--- config.mk ---
export PLATFORM = sky130hd
export DESIGN_NAME = keypad_edge_and_auto_repeat_core
export DESIGN_NICKNAME = d
export VERILOG_FILES = /design/src/kpar_pkg.sv /design/src/kpar_scan.sv /design/src/keypad_edge_and_auto_repeat_core.sv
export SDC_FILE = /design/constraint.sdc
export NUM_CORES = 1
export LEC_CHECK = 0
export BUFFER_PORTS_ARGS = -buffer_cell sky130_fd_sc_hd__buf_2
export CORE_MARGIN = 2
export CORE_UTILIZATION = 54
export CTS_CLUSTER_SIZE = 14
export DETAILED_ROUTE_END_ITERATION = 8
export HOLD_SLACK_MARGIN = 0.12
export PLACE_DENSITY = 0.74
export SYNTH_ARGS = -nofsm -noshare
export SYNTH_HDL_FRONTEND = slang
export SYNTH_HIERARCHICAL = 1
export SYNTH_SLANG_ARGS = --single-unit
export TNS_END_PERCENT = 10
--- constraint.sdc ---
create_clock -name clock -period 5.4 [get_ports clock]
set_clock_uncertainty 0.2 [all_clocks]
set_input_delay 0.54 -clock clock [delete_from_list [all_inputs] [get_ports clock]]
set_output_delay 0.54 -clock clock [all_outputs]
set_load 0.05 [all_outputs]
--- src/kpar_pkg.sv ---
`default_nettype none
package kpar_pkg;

   localparam int unsigned KeyW   = 10;
   localparam int unsigned CountW = 8;
   localparam int unsigned CsrIdxW = 1;

   localparam logic [KeyW-1:0]   KeyMask       = 10'h3ff;
   localparam logic [CountW-1:0] DelayReset    = 8'd60;
   localparam logic [CountW-1:0] PeriodReset   = 8'd30;

   typedef enum logic [CsrIdxW-1:0] {
      CSR_REPEAT_DELAY  = 1'b0,
      CSR_REPEAT_PERIOD = 1'b1
   } kpar_csr_type;

   typedef struct packed {
      logic [KeyW-1:0] held;
      logic [KeyW-1:0] down;
      logic [KeyW-1:0] up;
      logic [KeyW-1:0] repeat_keys;
   } kpar_masks_type;

   typedef struct packed {
      kpar_masks_type    masks;
      logic [CountW-1:0] countdown;
   } kpar_state_type;

   typedef struct packed {
      logic ack_down;
      logic ack_up;
      logic ack_repeat;
   } kpar_ack_type;

endpackage
`default_nettype wire

--- src/kpar_scan.sv ---
`default_nettype none
module kpar_scan (
   input  kpar_pkg::kpar_state_type   state_cur,
   input  logic [kpar_pkg::KeyW-1:0]   raw_keys,
   input  kpar_pkg::kpar_ack_type     ack,
   input  logic [kpar_pkg::CountW-1:0] repeat_delay,
   input  logic [kpar_pkg::CountW-1:0] repeat_period,
   output kpar_pkg::kpar_state_type   state_next
);
   import kpar_pkg::*;

   logic [KeyW-1:0]   prev;
   logic [KeyW-1:0]   now;
   logic [KeyW-1:0]   pressed;
   logic [KeyW-1:0]   released;
   logic [KeyW-1:0]   down;
   logic [KeyW-1:0]   up;
   logic [KeyW-1:0]   rep;
   logic [CountW-1:0] count;
   logic [CountW-1:0] count_dec;

   always_comb begin
      prev     = state_cur.masks.held;
      now      = ~raw_keys & KeyMask;
      pressed  = now & ~prev;
      released = prev & ~now;

      // acknowledge clears first, so this scan's events stay visible
      down = ack.ack_down   ? '0 : state_cur.masks.down;
      up   = ack.ack_up     ? '0 : state_cur.masks.up;
      rep  = ack.ack_repeat ? '0 : state_cur.masks.repeat_keys;

      down = (down | pressed) & ~released;
      rep  = (rep  | pressed) & ~released;
      up   = (up | released) & ~pressed;

      count     = (prev != now) ? repeat_delay : state_cur.countdown;
      count_dec = count - 1'b1;
      if (repeat_delay != '0) begin
         if (count_dec == '0) begin
            count = repeat_period;
            rep   = rep | now;
         end else begin
            count = count_dec;
         end
      end

      state_next.masks.held        = now;
      state_next.masks.down        = down;
      state_next.masks.up          = up;
      state_next.masks.repeat_keys = rep;
      state_next.countdown         = count;
   end

endmodule
`default_nettype wire

--- src/keypad_edge_and_auto_repeat_core.sv ---
`default_nettype none
// Keypad edge detector with auto repeat.
// Input channel (req_*): one word per frame with the active-low keypad pins
// and three acknowledge bits that clear the sticky down, up and repeat masks
// before the scan. Result channel (rsp_*): one word per input word with the
// held, down, up and repeat masks after that scan.
// An accepted word is registered in the result register, or in the skid
// register while a result waits. Throughput is one word per cycle while
// req_stall is low; scan and countdown are one logic pass into state_ff.
// A two-entry output (result register plus one skid register) lets the block
// take a new word while a result waits; req_stall rises only when both are
// full, and stays registered so it never depends on rsp_stall in the same
// cycle. While rsp_stall is high the presented result holds.
// Configuration (csr_*): index 0 is repeat_delay, index 1 repeat_period;
// csr_ready is always high. Write only while the block is idle.
// Reset clears all masks, loads the countdown with 60, delay 60, period 30,
// and empties the output stages.
module keypad_edge_and_auto_repeat_core (
   input  logic                           clock,
   input  logic                           reset,
   input  logic                           req_valid,
   output logic                           req_stall,
   input  logic [kpar_pkg::KeyW-1:0]      req_raw_keys,
   input  logic                           req_ack_down,
   input  logic                           req_ack_up,
   input  logic                           req_ack_repeat,
   output logic                           rsp_valid,
   input  logic                           rsp_stall,
   output logic [kpar_pkg::KeyW-1:0]      rsp_held_mask,
   output logic [kpar_pkg::KeyW-1:0]      rsp_down_mask,
   output logic [kpar_pkg::KeyW-1:0]      rsp_up_mask,
   output logic [kpar_pkg::KeyW-1:0]      rsp_repeat_mask,
   input  logic                           csr_valid,
   output logic                           csr_ready,
   input  logic [kpar_pkg::CsrIdxW-1:0]   csr_index,
   input  logic [kpar_pkg::CountW-1:0]    csr_wdata
);
   import kpar_pkg::*;

   logic [CountW-1:0] delay_ff;
   logic [CountW-1:0] period_ff;
   kpar_state_type    state_ff;
   kpar_state_type    state_in;
   kpar_ack_type      ack;
   kpar_masks_type    out_ff;
   kpar_masks_type    skid_ff;
   logic              out_valid_ff;
   logic              skid_valid_ff;
   logic              accept;
   logic              take;

   assign csr_ready = 1'b1;
   assign req_stall = skid_valid_ff;
   assign accept    = req_valid && !skid_valid_ff;
   assign take      = out_valid_ff && !rsp_stall;

   assign ack.ack_down   = req_ack_down;
   assign ack.ack_up     = req_ack_up;
   assign ack.ack_repeat = req_ack_repeat;

   kpar_scan u_scan (
      .state_cur     (state_ff),
      .raw_keys      (req_raw_keys),
      .ack           (ack),
      .repeat_delay  (delay_ff),
      .repeat_period (period_ff),
      .state_next    (state_in)
   );

   always_ff @(posedge clock) begin
      if (reset) begin
         delay_ff  <= DelayReset;
         period_ff <= PeriodReset;
      end else if (csr_valid) begin
         unique case (kpar_csr_type'(csr_index))
            CSR_REPEAT_DELAY:  delay_ff  <= csr_wdata;
            CSR_REPEAT_PERIOD: period_ff <= csr_wdata;
            default: ;
         endcase
      end
   end

   always_ff @(posedge clock) begin
      if (reset) begin
         state_ff.masks     <= '0;
         state_ff.countdown <= DelayReset;
      end else if (accept) begin
         state_ff <= state_in;
      end
   end

   // result register with one skid entry behind it
   always_ff @(posedge clock) begin
      if (reset) begin
         out_valid_ff  <= 1'b0;
         skid_valid_ff <= 1'b0;
      end else if (accept) begin
         if (!out_valid_ff || take) begin
            out_valid_ff <= 1'b1;
         end else begin
            skid_valid_ff <= 1'b1;
         end
      end else if (take) begin
         out_valid_ff  <= skid_valid_ff;
         skid_valid_ff <= 1'b0;
      end
   end

   always_ff @(posedge clock) begin
      if (accept) begin
         if (!out_valid_ff || take) begin
            out_ff <= state_in.masks;
         end else begin
            skid_ff <= state_in.masks;
         end
      end else if (take && skid_valid_ff) begin
         // advance the waiting word
         out_ff <= skid_ff;
      end
   end

   assign rsp_valid       = out_valid_ff;
   assign rsp_held_mask   = out_ff.held;
   assign rsp_down_mask   = out_ff.down;
   assign rsp_up_mask     = out_ff.up;
   assign rsp_repeat_mask = out_ff.repeat_keys;

endmodule
`default_nettype wire
==> flow_summary.json <==
{
  "drc": 0,
  "hold_buffers": 0,
  "avgSynthCellArea_um2": 11.8,
  "synth_top_cell_by_area": "edfxtp_1",
  "synthTopCellsByCount": "80 x edfxtp_1, 66 x dfxtp_1, 54 x nand2b_1",
  "htree_levels": 4,
  "syn_inst": 633,
  "path_class": "reg -> reg",
  "numPortBuffers": 68,
  "crit_arrival_ns": 4.36,
  "reg2reg_depth": 14,
  "clkSlewWorstSetupHoldPaths_ns": 0.06,
  "rrSetupSlack_ns": 1.12,
  "num_io_pins": 70,
  "antenna_found_initial": 2,
  "numCtsBuffers": 17,
  "overflow": 0,
  "drt_pass1_iterations": 5,
  "peakVddDrop_mv": 0.199,
  "syn2layout_area_growth_pct": 11.6,
  "routabilityCongestion": 0.930,
  "ant_nets": 0,
  "fin_tns_setup_ns": 0,
  "grt_max_degree": 67,
  "synth-async-reset-ratio": 0,
  "p_leak_nw": 3.14,
  "track_usage": 0.230,
  "slew_viol_final": 0,
  "post-route-util": 0.608,
  "grt_first_pass_wirelength_um": 25900,
  "synth_most_common_cell": "edfxtp_1",
  "synthFlopType": "edfxtp_1",
  "tightest_slew_ns": 0.865,
  "die_area_mm2": 0.0148,
  "via_per_inst": 5.81,
  "post-cts-setup-buffers": 0,
  "reg2reg_from": "state_ff[42]$_SDFFE_PP0P_",
  "end_kind": "flop",
  "r2r_end": "rsp_repeat_mask[6]$_DFFE_PP_",
  "fp-row-count": 43,
  "yosysSeqAreaShare": 0.498,
  "die_y_um": 122,
  "hold_depth": 3,
  "period_needed_ns": 4.28,
  "cts_tree": "done",
  "yosys-top-cells-area": "edfxtp_1 32%, dfxtp_1 18%, mux2_4 7.8%",
  "syn_nets": 682,
  "cts-resized-gates": 0,
  "drive_gt1_frac": 0.250,
  "wl_um": 16700,
  "root_buffer": "clkbuf_16",
  "synth_edf_count": 80,
  "die_x_um": 122,
  "power_density_mw_per_mm2": 331,
  "synth_top_area_share": 0.321,
  "fillers": 1081,
  "finalCritPeriodShare": 0.792,
  "worstHoldStart": "csr_wdata[5]",
  "dpl.hpwl_um": 10700,
  "core_area_mm2": 0.0137,
  "synth_area_mm2": 0.00748,
  "start_kind": "flop",
  "cts_sinks": 146,
  "maxCapViolations": 0,
  "yosys_warnings": 6,
  "ctsLongestPathBuffers": 2,
  "routed-via-count": 5102,
  "holdPathEnd": "period_ff[5]$_SDFFE_PP0P_",
  "finalHoldViolations": 0,
  "fmax_ghz": 0.234,
  "finalNetCount": 732,
  "clkLatencyLatePin_ns": 0.43,
  "hp-class": "in -> reg",
  "status": "finished, final reports clean",
  "synth-seq-cells": 146,
  "cp_max_fo": 14,
  "grt_setup_unrepaired": "false",
  "cp_data_required_time_ns": 5.49,
  "wl_per_cell_um": 19.0,
  "ys_types": 63,
  "slew_headroom": 0.423,
  "grt_pass1_vias": 4858,
  "drt_iter0_drc": 419,
  "initial_core_util": 0.545,
  "finalSetupViolCount": 0
}
-- metal layers --
metal | GRT usage | vias to the layer above | share of wire
met5 | 0 | - | 0
li1 | - | 2413 | -
met2 | 0.370 | 167 | 0.48
met4 | 0.0920 | 0 | 0.028
met3 | 0.0641 | 31 | 0.050
met1 | 0.295 | 2491 | 0.44
-- kinds of logic (layout without fill, tap and decap cells) --
kind of cell / after synthesis / count (layout) / share of synthesized area
simple gates: 193 / 193 / 0.180
flops: 146 / 146 / 0.498
compound gates: 126 / 126 / 0.105
buf+inv: 72 / 135 / 0.0547
mux: 65 / 65 / 0.116
fa+ha+maj: 22 / 22 / 0.0368
xor+xnor: 8 / 8 / 0.00936
other cells: 1 / 3 / 0.000501
-- sequential cells by signal (all words and copies together), names as in the netlist --
register	count
rsp_held_mask	10
req_stall	1
state_ff	48
skid_ff	40
rsp_down_mask	10
rsp_up_mask	10
rsp_valid	1
delay_ff	8
period_ff	8
rsp_repeat_mask	10
-- how the worst max path moves through the flow --
stage | depth (start not counted) | slack (ns) | startpoint | to
after floorplan | 16 | 1.34 | req_raw_keys[8] | rsp_repeat_mask[8]$_DFFE_PP_
after global placement | 15 | 0.94 | req_raw_keys[0] | rsp_repeat_mask[6]$_DFFE_PP_
after detailed placement | 16 | 0.84 | req_raw_keys[4] | state_ff[8]$_SDFFE_PP0P_
after CTS | 14 | 1.15 | state_ff[42]$_SDFFE_PP0P_ | rsp_repeat_mask[1]$_DFFE_PP_
after global routing | 15 | 0.79 | state_ff[42]$_SDFFE_PP0P_ | state_ff[8]$_SDFFE_PP0P_
final | 14 | 1.12 | state_ff[42]$_SDFFE_PP0P_ | rsp_repeat_mask[6]$_DFFE_PP_
-- placed cells by master (no fill, tap or decap), types with 7 or more instances in the layout --
master and n:
inv_1 25, dfxtp_1 66, a21oi_1 40, nand2_1 10, mux2_4 39, nand2b_1 54, clkbuf_16 17, ha_1 22
edfxtp_1 80, o22ai_2 10, buf_4 7, mux2i_1 20, o21ai_0 48, buf_2 68, nand4bb_1 40, nor2_1 45
-- worst max-delay path, stage by stage, from the launching register on --
cell      delay [ns]
dfxtp_1         0.35
inv_1           0.06
ha_1            0.30
nand4_1         0.19
nor4_2          0.37
mux2_2          0.41
inv_1           0.08
ha_1            0.36
nor2b_1         0.28
nand4b_1        0.12
a31oi_1         0.23
a221o_1         0.27
nand4_4         0.37
o22ai_2         0.36
mux2_4          0.19
-- where the power goes --
| part | leakage (nW) | total [W] | internal, W | switching [W] |
|---|---|---|---|---|
| Clock | 0.266 | 0.00106 | 0.000606 | 0.000455 |
| Sequential | 1.29 | 0.00128 | 0.00125 | 0.0000365 |
| Combinational | 1.59 | 0.000420 | 0.000147 | 0.000273 |
-- final cells by class --
type | count | area, µm² | share of cell area
clock buffer | 21 | 454 | 0.0544
inverter | 28 | 105 | 0.0126
clock inverter | 11 | 78.8 | 0.00944
multi-input combinational | 415 | 3360 | 0.403
timing repair buffer | 75 | 393 | 0.0471
antenna | 2 | 5.00 | 0.000600
tap | 180 | 225 | 0.0270
sequential | 146 | 3720 | 0.446
-- metrics by stage --
stage	cells	hold slack (ns)	worst slack [ns]	instance area, µm²	total power, W
2_1_floorplan	633	0.236	1.34	7480	0.00163
3_3_place_gp	844	0.256	0.942	7810	0.00172
3_5_place_dp	844	0.264	0.838	7810	0.00173
4_1_cts	876	0.163	1.15	8340	0.00278
5_1_grt	876	0.188	0.789	8340	0.00286
6_report	878	0.176	1.12	8350	0.00277
Power figures use the tool's default switching activity.
